<file path="src/design/mpo_pkg.sv">
// ----------------------------------------------------------------------------
// mpo_pkg
// Shared types and constants of the perturb-and-observe tracker.
// ----------------------------------------------------------------------------
package mpo_pkg;

    localparam int CFG_IDX_W  = 3;
    localparam int CFG_DATA_W = 12;
    localparam int REG_W      = 12;
    localparam int STEP_W     = 13;
    localparam int PROD_W     = 33;
    localparam int RUN_W      = 2;
    localparam int LEVEL_W    = 12;

    localparam int OP_QUEUE_DEPTH  = 2;
    localparam int OUT_QUEUE_DEPTH = 2;

    localparam logic [CFG_IDX_W-1:0] CFG_DAC_LOW     = 3'd0;
    localparam logic [CFG_IDX_W-1:0] CFG_DAC_HIGH    = 3'd1;
    localparam logic [CFG_IDX_W-1:0] CFG_STEP_LOW    = 3'd2;
    localparam logic [CFG_IDX_W-1:0] CFG_STEP_HIGH   = 3'd3;
    localparam logic [CFG_IDX_W-1:0] CFG_START_LEVEL = 3'd4;
    localparam logic [CFG_IDX_W-1:0] CFG_PIN_MODE    = 3'd5;

    localparam logic REQ_SAMPLE = 1'b0;
    localparam logic REQ_DECIDE = 1'b1;

    localparam logic PIN_MODE_SS = 1'b0;
    localparam logic PIN_MODE_EN = 1'b1;

    localparam logic [REG_W-1:0] RST_DAC_LOW   = 12'd0;
    localparam logic [REG_W-1:0] RST_DAC_HIGH  = 12'd4095;
    localparam logic [REG_W-1:0] RST_STEP_LOW  = 12'd1;
    localparam logic [REG_W-1:0] RST_STEP_HIGH = 12'd8;
    localparam logic [REG_W-1:0] RST_START     = 12'd2048;

    localparam logic [RUN_W-1:0] RUN_MAX = 2'd3;

    typedef struct packed {
        logic               req_type;
        logic signed [15:0] shunt_sample;
        logic        [15:0] bus_sample;
    } t_in_item;

    typedef struct packed {
        logic [LEVEL_W-1:0] drive_level;
        logic [STEP_W-1:0]  step_now;
        logic               moving_up;
        logic               power_fell;
    } t_out_item;

    typedef struct packed {
        logic                     decide;
        logic signed [PROD_W-1:0] product;
    } t_op;

    typedef struct packed {
        logic [REG_W-1:0] dac_low;
        logic [REG_W-1:0] dac_high;
        logic [REG_W-1:0] step_low;
        logic [REG_W-1:0] step_high;
        logic             pin_mode;
    } t_cfg;

endpackage

</file>
<file path="src/design/mpo_queue.sv">
// ----------------------------------------------------------------------------
// mpo_queue
// Small first-in first-out queue in flip-flops, push and pop in one cycle.
// ----------------------------------------------------------------------------
module mpo_queue #(
    parameter int WIDTH = 8,
    parameter int DEPTH = 2
) (
    input  logic             i_clk,
    input  logic             i_rst_n,
    input  logic             i_push,
    input  logic [WIDTH-1:0] i_data,
    output logic             o_full,
    input  logic             i_pop,
    output logic [WIDTH-1:0] o_data,
    output logic             o_empty
);
    localparam int PTR_W = (DEPTH > 1) ? $clog2(DEPTH) : 1;
    localparam int CNT_W = $clog2(DEPTH + 1);

    logic [WIDTH-1:0] r_mem [DEPTH];
    logic [PTR_W-1:0] r_wr_ptr, n_wr_ptr;
    logic [PTR_W-1:0] r_rd_ptr, n_rd_ptr;
    logic [CNT_W-1:0] r_count, n_count;
    logic             do_push, do_pop;

    assign o_full  = (r_count == CNT_W'(DEPTH));
    assign o_empty = (r_count == '0);
    assign o_data  = r_mem[r_rd_ptr];
    assign do_push = i_push && !o_full;
    assign do_pop  = i_pop && !o_empty;

    always_comb begin
        n_wr_ptr = r_wr_ptr;
        n_rd_ptr = r_rd_ptr;
        n_count  = r_count;
        if (do_push) begin
            n_wr_ptr = (r_wr_ptr == PTR_W'(DEPTH - 1)) ? '0 : r_wr_ptr + 1'b1;
        end
        if (do_pop) begin
            n_rd_ptr = (r_rd_ptr == PTR_W'(DEPTH - 1)) ? '0 : r_rd_ptr + 1'b1;
        end
        if (do_push && !do_pop) begin
            n_count = r_count + 1'b1;
        end else if (do_pop && !do_push) begin
            n_count = r_count - 1'b1;
        end
    end

    always_ff @(posedge i_clk) begin
        if (!i_rst_n) begin
            r_wr_ptr <= '0;
            r_rd_ptr <= '0;
            r_count  <= '0;
        end else begin
            r_wr_ptr <= n_wr_ptr;
            r_rd_ptr <= n_rd_ptr;
            r_count  <= n_count;
        end
    end

    always_ff @(posedge i_clk) begin
        if (do_push) begin
            r_mem[r_wr_ptr] <= i_data;
        end
    end

endmodule

</file>
<file path="src/design/mpo_front.sv">
// ----------------------------------------------------------------------------
// mpo_front
// Accepts input transactions, classifies them and forms the power product.
// ----------------------------------------------------------------------------
module mpo_front (
    input  logic              i_push,
    input  mpo_pkg::t_in_item i_item,
    input  logic              i_queue_full,
    output logic              o_op_push,
    output mpo_pkg::t_op      o_op
);
    import mpo_pkg::*;

    logic signed [16:0]       bus_signed;
    logic signed [PROD_W-1:0] product;

    assign bus_signed = $signed({1'b0, i_item.bus_sample});
    assign product    = i_item.shunt_sample * bus_signed;

    assign o_op_push  = i_push && !i_queue_full;

    always_comb begin
        o_op.decide  = (i_item.req_type == REQ_DECIDE);
        o_op.product = (i_item.req_type == REQ_SAMPLE) ? product : '0;
    end

endmodule

</file>
<file path="src/design/mpo_back.sv">
// ----------------------------------------------------------------------------
// mpo_back
// Holds the tracker state and limits; runs one queued operation per cycle while the result queue has room.
// ----------------------------------------------------------------------------
module mpo_back #(
    parameter int SUM_WIDTH = 48,
    parameter int DAC_BITS  = 12
) (
    input  logic                           i_clk,
    input  logic                           i_rst_n,
    input  logic                           i_cfg_we,
    input  logic [mpo_pkg::CFG_IDX_W-1:0]  i_cfg_idx,
    input  logic [mpo_pkg::CFG_DATA_W-1:0] i_cfg_data,
    input  logic                           i_op_valid,
    input  mpo_pkg::t_op                   i_op,
    input  logic                           i_out_full,
    output logic                           o_fire,
    output mpo_pkg::t_out_item             o_result
);
    import mpo_pkg::*;

    localparam int CW = ((DAC_BITS > STEP_W) ? DAC_BITS : STEP_W) + 2;

    t_cfg                        r_cfg;
    logic signed [SUM_WIDTH-1:0] r_sum, n_sum;
    logic signed [SUM_WIDTH-1:0] r_prev, n_prev;
    logic                        r_dir, n_dir;
    logic                        r_prev_dir, n_prev_dir;
    logic [RUN_W-1:0]            r_run, n_run;
    logic [STEP_W-1:0]           r_step, n_step;
    logic [DAC_BITS-1:0]         r_dac, n_dac;

    logic signed [SUM_WIDTH:0]   sum_ext;
    logic signed [SUM_WIDTH-1:0] sum_sat;
    logic                        fell;
    logic [CW-1:0]               level_ext, step_ext, up_sum, hi_ext, lo_ext, floor_at;
    logic [CW-1:0]               lvl_d, out_lvl_ext;
    logic                        go_down;

    assign o_fire = i_op_valid && !i_out_full;

    always_comb begin
        sum_ext = $signed({r_sum[SUM_WIDTH-1], r_sum}) + (SUM_WIDTH + 1)'(i_op.product);
        if (sum_ext[SUM_WIDTH] != sum_ext[SUM_WIDTH-1]) begin
            sum_sat = sum_ext[SUM_WIDTH] ? {1'b1, {(SUM_WIDTH - 1){1'b0}}}
                                         : {1'b0, {(SUM_WIDTH - 1){1'b1}}};
        end else begin
            sum_sat = sum_ext[SUM_WIDTH-1:0];
        end
    end

    assign fell = (r_sum < r_prev);

    always_comb begin
        n_sum      = r_sum;
        n_prev     = r_prev;
        n_dir      = r_dir;
        n_prev_dir = r_prev_dir;
        n_run      = r_run;
        n_step     = r_step;
        n_dac      = r_dac;
        level_ext  = '0;
        step_ext   = '0;
        up_sum     = '0;
        hi_ext     = '0;
        lo_ext     = '0;
        floor_at   = '0;
        lvl_d      = '0;
        go_down    = 1'b0;
        if (!i_op.decide) begin
            n_sum = sum_sat;
        end else begin
            if (fell) begin
                n_dir = !r_dir;
                n_run = '0;
            end else if (r_run < RUN_MAX) begin
                n_run = r_run + 1'b1;
            end

            if (n_dir == r_prev_dir) begin
                if (n_run == RUN_MAX) begin
                    if (r_step < {1'b0, r_cfg.step_high}) begin
                        n_step = r_step << 1;
                    end
                    n_run = '0;
                end
            end else begin
                if (r_step > {1'b0, r_cfg.step_low}) begin
                    n_step = r_step >> 1;
                end
                n_prev_dir = n_dir;
            end

            level_ext = CW'(r_dac);
            step_ext  = CW'(n_step);
            hi_ext    = CW'(r_cfg.dac_high);
            lo_ext    = CW'(r_cfg.dac_low);
            up_sum    = level_ext + step_ext;
            floor_at  = step_ext + lo_ext;
            if (n_dir) begin
                lvl_d = (up_sum < hi_ext) ? up_sum : hi_ext;
            end else begin
                go_down = (r_cfg.pin_mode == PIN_MODE_EN) ? (level_ext > floor_at)
                                                          : (level_ext >= floor_at);
                lvl_d   = go_down ? (level_ext - step_ext) : lo_ext;
            end
            n_dac  = lvl_d[DAC_BITS-1:0];
            n_prev = r_sum;
            n_sum  = '0;
        end
    end

    assign out_lvl_ext = CW'(n_dac);

    always_comb begin
        o_result.drive_level = out_lvl_ext[LEVEL_W-1:0];
        o_result.step_now    = n_step;
        o_result.moving_up   = n_dir;
        o_result.power_fell  = i_op.decide && fell;
    end

    always_ff @(posedge i_clk) begin
        if (!i_rst_n) begin
            r_cfg.dac_low   <= RST_DAC_LOW;
            r_cfg.dac_high  <= RST_DAC_HIGH;
            r_cfg.step_low  <= RST_STEP_LOW;
            r_cfg.step_high <= RST_STEP_HIGH;
            r_cfg.pin_mode  <= PIN_MODE_SS;
        end else if (i_cfg_we) begin
            unique case (i_cfg_idx)
                CFG_DAC_LOW:     r_cfg.dac_low   <= i_cfg_data;
                CFG_DAC_HIGH:    r_cfg.dac_high  <= i_cfg_data;
                CFG_STEP_LOW:    r_cfg.step_low  <= i_cfg_data;
                CFG_STEP_HIGH:   r_cfg.step_high <= i_cfg_data;
                // not stored: a write here is ignored, and reset loads the fixed RST_START level
                CFG_START_LEVEL: ;
                CFG_PIN_MODE:    r_cfg.pin_mode  <= i_cfg_data[0];
                default: ;
            endcase
        end
    end

    always_ff @(posedge i_clk) begin
        if (!i_rst_n) begin
            r_sum      <= '0;
            r_prev     <= '0;
            r_dir      <= 1'b1;
            r_prev_dir <= 1'b1;
            r_run      <= '0;
            r_step     <= {1'b0, RST_STEP_LOW};
            r_dac      <= DAC_BITS'(RST_START);
        end else if (o_fire) begin
            r_sum      <= n_sum;
            r_prev     <= n_prev;
            r_dir      <= n_dir;
            r_prev_dir <= n_prev_dir;
            r_run      <= n_run;
            r_step     <= n_step;
            r_dac      <= n_dac;
        end
    end

endmodule

</file>
<file path="src/design/mppt_perturb_observe_adaptive_step.sv">
// ----------------------------------------------------------------------------
// mppt_perturb_observe_adaptive_step
// Perturb-and-observe power point tracker with adaptive step size.
//
//   channel  direction  handshake        payload
//   input    in         push / full      i_in_item  (t_in_item)
//   result   out        pop / empty      o_out_item (t_out_item)
//   config   in         i_cfg_we         i_cfg_idx, i_cfg_data
//
// One transaction per cycle sustained in both directions while neither side stalls.
// An input reaches the output through two queues: the multiply feeds the op queue,
// then one sample or decision step in the back end feeds the result queue.
// Reset clears both queues and loads the state and limit registers.
// A stalled result queue holds the back end; full rises once the op queue fills.
// ----------------------------------------------------------------------------
module mppt_perturb_observe_adaptive_step #(
    parameter int SUM_WIDTH = 48,
    parameter int DAC_BITS  = 12
) (
    input  logic                           i_clk,
    input  logic                           i_rst_n,
    input  logic                           push,
    input  mpo_pkg::t_in_item              i_in_item,
    output logic                           full,
    input  logic                           pop,
    output mpo_pkg::t_out_item             o_out_item,
    output logic                           empty,
    input  logic                           i_cfg_we,
    input  logic [mpo_pkg::CFG_IDX_W-1:0]  i_cfg_idx,
    input  logic [mpo_pkg::CFG_DATA_W-1:0] i_cfg_data
);
    import mpo_pkg::*;

    logic      op_push, op_full, op_empty, fire, out_full;
    t_op       op_in, op_out;
    t_out_item result;

    assign full = op_full;

    mpo_front u_front (
        .i_push       (push),
        .i_item       (i_in_item),
        .i_queue_full (op_full),
        .o_op_push    (op_push),
        .o_op         (op_in)
    );

    mpo_queue #(
        .WIDTH ($bits(t_op)),
        .DEPTH (OP_QUEUE_DEPTH)
    ) u_op_queue (
        .i_clk   (i_clk),
        .i_rst_n (i_rst_n),
        .i_push  (op_push),
        .i_data  (op_in),
        .o_full  (op_full),
        .i_pop   (fire),
        .o_data  (op_out),
        .o_empty (op_empty)
    );

    mpo_back #(
        .SUM_WIDTH (SUM_WIDTH),
        .DAC_BITS  (DAC_BITS)
    ) u_back (
        .i_clk      (i_clk),
        .i_rst_n    (i_rst_n),
        .i_cfg_we   (i_cfg_we),
        .i_cfg_idx  (i_cfg_idx),
        .i_cfg_data (i_cfg_data),
        .i_op_valid (!op_empty),
        .i_op       (op_out),
        .i_out_full (out_full),
        .o_fire     (fire),
        .o_result   (result)
    );

    mpo_queue #(
        .WIDTH ($bits(t_out_item)),
        .DEPTH (OUT_QUEUE_DEPTH)
    ) u_out_queue (
        .i_clk   (i_clk),
        .i_rst_n (i_rst_n),
        .i_push  (fire),
        .i_data  (result),
        .o_full  (out_full),
        .i_pop   (pop),
        .o_data  (o_out_item),
        .o_empty (empty)
    );

endmodule

</file>
<file path="config.mk">
export PLATFORM = sky130hd
export DESIGN_NAME = mppt_perturb_observe_adaptive_step
export DESIGN_NICKNAME = d
export VERILOG_FILES = /design/src/design/mpo_pkg.sv /design/src/design/mpo_queue.sv /design/src/design/mpo_front.sv /design/src/design/mpo_back.sv /design/src/design/mppt_perturb_observe_adaptive_step.sv
export SDC_FILE = /design/constraint.sdc
export NUM_CORES = 2
export LEC_CHECK = 0
export BUFFER_PORTS_ARGS = -buffer_cell sky130_fd_sc_hd__buf_4
export CAP_MARGIN = 15
export CORE_MARGIN = 3
export CORE_UTILIZATION = 60
export CTS_CLUSTER_DIAMETER = 150
export CTS_CLUSTER_SIZE = 10
export DETAILED_ROUTE_END_ITERATION = 10
export HOLD_SLACK_MARGIN = 0.02
export PLACE_DENSITY = 0.86
export SLEW_MARGIN = 20
export SYNTH_ARGS = -nofsm -noshare
export SYNTH_HDL_FRONTEND = slang
export SYNTH_HIERARCHICAL = 1
export SYNTH_SLANG_ARGS = --single-unit
</file>
<file path="constraint.sdc">
create_clock -name i_clk -period 13.36 [get_ports i_clk]
set_input_delay 2.004 -clock i_clk [delete_from_list [all_inputs] [get_ports i_clk]]
set_output_delay 2.004 -clock i_clk [all_outputs]
set_load 0.02 [all_outputs]
</file>
# After elaboration in Yosys (flattened, before gate mapping)
# Memories as Yosys holds them, arrays and structs flattened. A register that Yosys moved wholly into a read port is not among the register bits.
# Cells that the tools add are included.
# Widths: inputs -> output; s select.
# totals
ram_bits,122
n_memories,2
in_bits,53
output_inout_bits,29
ff_bits,182
# memory_table
name,words,word_bits,rd,rd_clocked_by_memory_dff,wr,line_no,rtl
u_op_queue.r_mem,2,34,1,1,1,mpo_queue.sv:21,logic [WIDTH-1:0] r_mem [DEPTH];
u_out_queue.r_mem,2,27,1,1,1,mpo_queue.sv:21,
# op_classes
eq_ne,9
n_addsub,13
n_bitwise,1
reduce_logical,32
magnitude_cmp,7
n_mul,1
mux,39
# ops
cell,count
$mux 48,3
$mux 13,6
$add 48x33->49,1
$lt 48x48->1,1
$mux 12,4
$mul 16x17->33,1
$mux 33,1
$mux 2,9
$mux 1,16
$ge 12x15->1,1
$gt 12x15->1,1
$add 12x13->14,1
$add 13x12->14,1
$lt 14x12->1,1
$gt 13x12->1,1
$lt 13x12->1,1
$reduce_and 2->1,6
$sub 12x12->12,1
$logic_and 1x1->1,11
$logic_not 1->1,9
$add 2x1->2 const B,3
$eq 2x2->1 const B,3
$eq 3x2->1 const B,2
$add 1x1->1 const B,4
11 further kinds,14

# Depth between registers and ports, before layout
# depth
depth_word,14
depth_mapped,36
depth_no_buf,34

# Cells and area by module
# Netlist, hierarchy kept.
# by_module_without_submodules
module,area_per_inst_um2,seq_area_each_um2,n_inst,cells_each
mpo_back,13451.7,3483.3,1,1687
mpo_front,9275.1,0.0,1,1096
mpo_queue (u_op_queue),2686.3,2142.1,1,131
mpo_queue (u_out_queue),2179.6,1721.7,1,109
mppt_perturb_observe_adaptive_step,3.8,0.0,1,1

# Least setup slack after synthesis
# OpenSTA, ideal clock, no wires.
# synth_timing
path_type,input to register
startpoint,input port i_in_item[25] in the netlist's numbering
endpoint,"memory u_op_queue/r_mem[0][31] in the netlist's numbering, data pin"
t_arrival_ns,7.291
t_required_ns,13.094
setup_ns,0.266
cell_stages,21
n_path_buf,1
slack_ns,5.802
cell_sequence,clkbuf_1 > nand2_1 > fa_1 > inv_1 > fa_1 > inv_1 > fa_1 > inv_1 > fa_1 > fa_1 > inv_1 > fa_1 > inv_1 > ha_1 > and3_1 > nand2_1 > a211oi_1 > o41ai_2 > and3_1 > o21ai_1 > mux2_1
# synth_lines
item,line_no,rtl
from (decl),mppt_perturb_observe_adaptive_step.sv:23,"input mpo_pkg::t_in_item i_in_item,"
to (decl),mpo_queue.sv:21,

==> results.md <==
- Outcome: complete, no violations
- Initial Util: 61.60%
- Setup Fix Bufs, Post-CTS: 0
- Iter 0 DRT Violations: 2356
- Hold Fails Final Rpt: 0
- Setup TNS: 0 ns
- Async SR Flop Fraction: 0%
- RSZ-0062 raised after global routing: no
- Ant. Diodes: 0
- Hold Buf Count CTS: 0
- Slew Limit Fails: 0
- Longest Clk Path Bufs: 3
- Clock period minus final worst setup slack: 8.337 ns
- Max_cap viols: 0
- DRT Pass-1 Iters: 5
- First-pass GRT wire length: 114700 µm
- Syn Nets: 3580
- Mapped Cells: 3024
- Post-route ant nets: 0
- Clock Pin Slew Worst Setup and Hold Paths: 0.06 ns
- DP HPWL: 52200 µm
- Gr usage total: 29.04%
- Nets: 3586
- Num CTS Buffers: 36
- Worst Path Arrival: 8.63 ns
- Clock latency on the worst-skew pair: 0.55 ns
- CP startpoint kind: register
- Routability cong.: 0.9441
- Layout area overhead: 7.291%
- Hold slack: 0.4522 ns
- Slew @ Worst Pin: 1.087 ns
- Final setup vio count: 0
- DR DRC count: 0
- CTS tree: yes
- Post-CTS Resized: 0
- Die height: 220.5 µm
- Place WS: 4.829 ns
- Num rows: 77
- Number of global-route vias before repair: 22940
- CP dominant cell by count: ha_1
- CTS H-Tree Depth: 2
- Root Buffer: clkbuf_16
- Core Area: 0.04480 mm²
- Worst path required time: 13.65 ns
- Hold Crit Class: reg2reg
- Share of layout cells above drive strength 1: 8.787%
- Synth unique cells: 98
- Max_slew headroom: 27.50%
- Setup Crit Path Kind: reg2reg
- FF+latch count, synth: 306
- Syn avg cell area: 9.126 µm²
- Worst Setup End Kind: register
- Synth Warn #: 6
- Top Ports: 82
- Fmax: 119.9 MHz
- Seq/Total Area, Yosys: 26.62%
- WL/cell: 19.20 µm
- Fin Clk Skew: 0.02307 ns
- Post-synth EDFFs: 122
- Fill cell count: 3430
- Synth Flop Type: dfxtp_1
- GR Overflow Total: 0
- Crit Path Max Fanout: 13
- Clk sinks: 306
- I/O Buffers: 81
- Vias: 22270
- Initial antenna violation count: 0
- Slowest stage cell, crit path: mux2i_4
- Util after Layout: 66.09%
- Die width: 220.5 µm
- Most common cell after layout, fill and taps aside: nand2_1
- Final worst slack: 5.023 ns
- Post-DR vias/cell: 6.115
- Fin crit share: 62.40%
- Largest net degree at the start of global routing: 82
- Total Wirelength: 69940 µm
- Synth Cell Area: 0.02760 mm²
- Die area: 0.04860 mm²
- CP peak stage delay: 0.62 ns
- Most frequent cells in the layout: nand2_1 (404), inv_1 (389), ha_1 (305)
worst paths after layout:
kind / end / cells past startpoint / from / slack [ns]
worst min register to register: u_back/r_prev[34] / 2 / u_back/r_prev[34] / 0.45
worst max register to register: u_out_queue/r_mem[0][16] / 32 / u_back/r_prev[39] / 5.02
worst min-delay path: u_back/r_prev[34] / 2 / u_back/r_prev[34] / 0.45
worst max-delay path: u_out_queue/r_mem[0][16] / 32 / u_back/r_prev[39] / 5.02
critical path: cells and delay by family, from the launching register on:
family                   cells  cell delay, ns
multiplexers                 4            1.29
adder cells (fa/ha/maj)      3            0.82
AND/OR/NAND/NOR             11            2.33
buffers and inverters        1            0.05
flip-flops                   1            0.32
XOR/XNOR                     1            0.16
AO/OA/AOI/OAI               12            3.10
through the flow:
stage	cells	cell area, µm²
CTS	3641	29570
detailed placement	3583	28530
global route	3642	29610
global placement	3583	28530
finish	3642	29610
floorplan	3024	27600
cells by family after synthesis:
group | Yosys count | share of synthesized area (%)
buf+inv | 518 | 7.281
mux | 123 | 4.919
xor+xnor | 98 | 3.169
fa+ha+maj | 503 | 28.19
simple gates | 888 | 15.25
flops | 306 | 26.62
compound gates | 588 | 14.57
layout make-up:
class	instances	area (µm²)	area share, %
Tap cell	592	740.7	2.502
Timing Repair Buffer	93	710.7	2.400
Clock buffer	55	993.5	3.355
Inverter	393	1476	4.986
Sequential cell	306	7348	24.82
Clock inverter	3	45.04	0.1521
Multi-Input combinational cell	2200	18290	61.79
synthesized netlist by cell type, types with 19 or more instances:
library cell / number / area (µm²)
nor3_1: 28 / 140.1
o211ai_1: 19 / 142.6
ha_1: 305 / 3816
mux2_2: 70 / 788.3
o21ai_1: 21 / 105.1
nor2b_1: 26 / 162.7
o21a_1: 24 / 180.2
nand3_1: 42 / 210.2
dfxtp_1: 184 / 3684
nand2_1: 405 / 1520
a21o_1: 59 / 442.9
a221o_1: 41 / 410.4
xor2_1: 29 / 254.0
inv_1: 389 / 1460
a21oi_1: 207 / 1036
edfxtp_1: 122 / 3664
xnor2_1: 68 / 595.6
nor2_1: 132 / 495.5
nand2b_1: 30 / 187.7
mux2i_1: 42 / 420.4
o21ai_0: 69 / 345.3
a211oi_1: 19 / 142.6
nand4_1: 30 / 187.7
and2_1: 135 / 844.6
fa_1: 198 / 3964
clkbuf_1: 100 / 375.4
registers in the layout, indices dropped and copies added, names as in the netlist, named ones only:
signal and count:
u_out_queue/r_rd_ptr 1, u_op_queue/r_count 2, u_back/r_dir 1, u_back/r_run 2
u_op_queue/r_mem 68, u_op_queue/r_wr_ptr 1, u_op_queue/r_rd_ptr 1, u_out_queue/r_mem 54
u_back/r_prev_dir 1, u_back/r_step 13, u_back/r_dac 12, u_out_queue/r_wr_ptr 1
u_out_queue/r_count 2, u_back/r_prev 48, u_back/r_sum 48, u_back/r_cfg 49
layer usage:
| metal | wire (µm) | up-vias | global-route usage [%] |
|---|---|---|---|
| li1 | - | 10270 | - |
| met1 | 29580 | 10930 | 39.25 |
| met2 | 33630 | 906 | 48.97 |
| met3 | 4868 | 164 | 3.419 |
| met4 | 1864 | 0 | 9.444 |
| met5 | 0 | - | 0 |
Power is left out: the tool's default activity adds up to more than one toggle a clock period on the data nets, which glitch-free logic cannot reach.
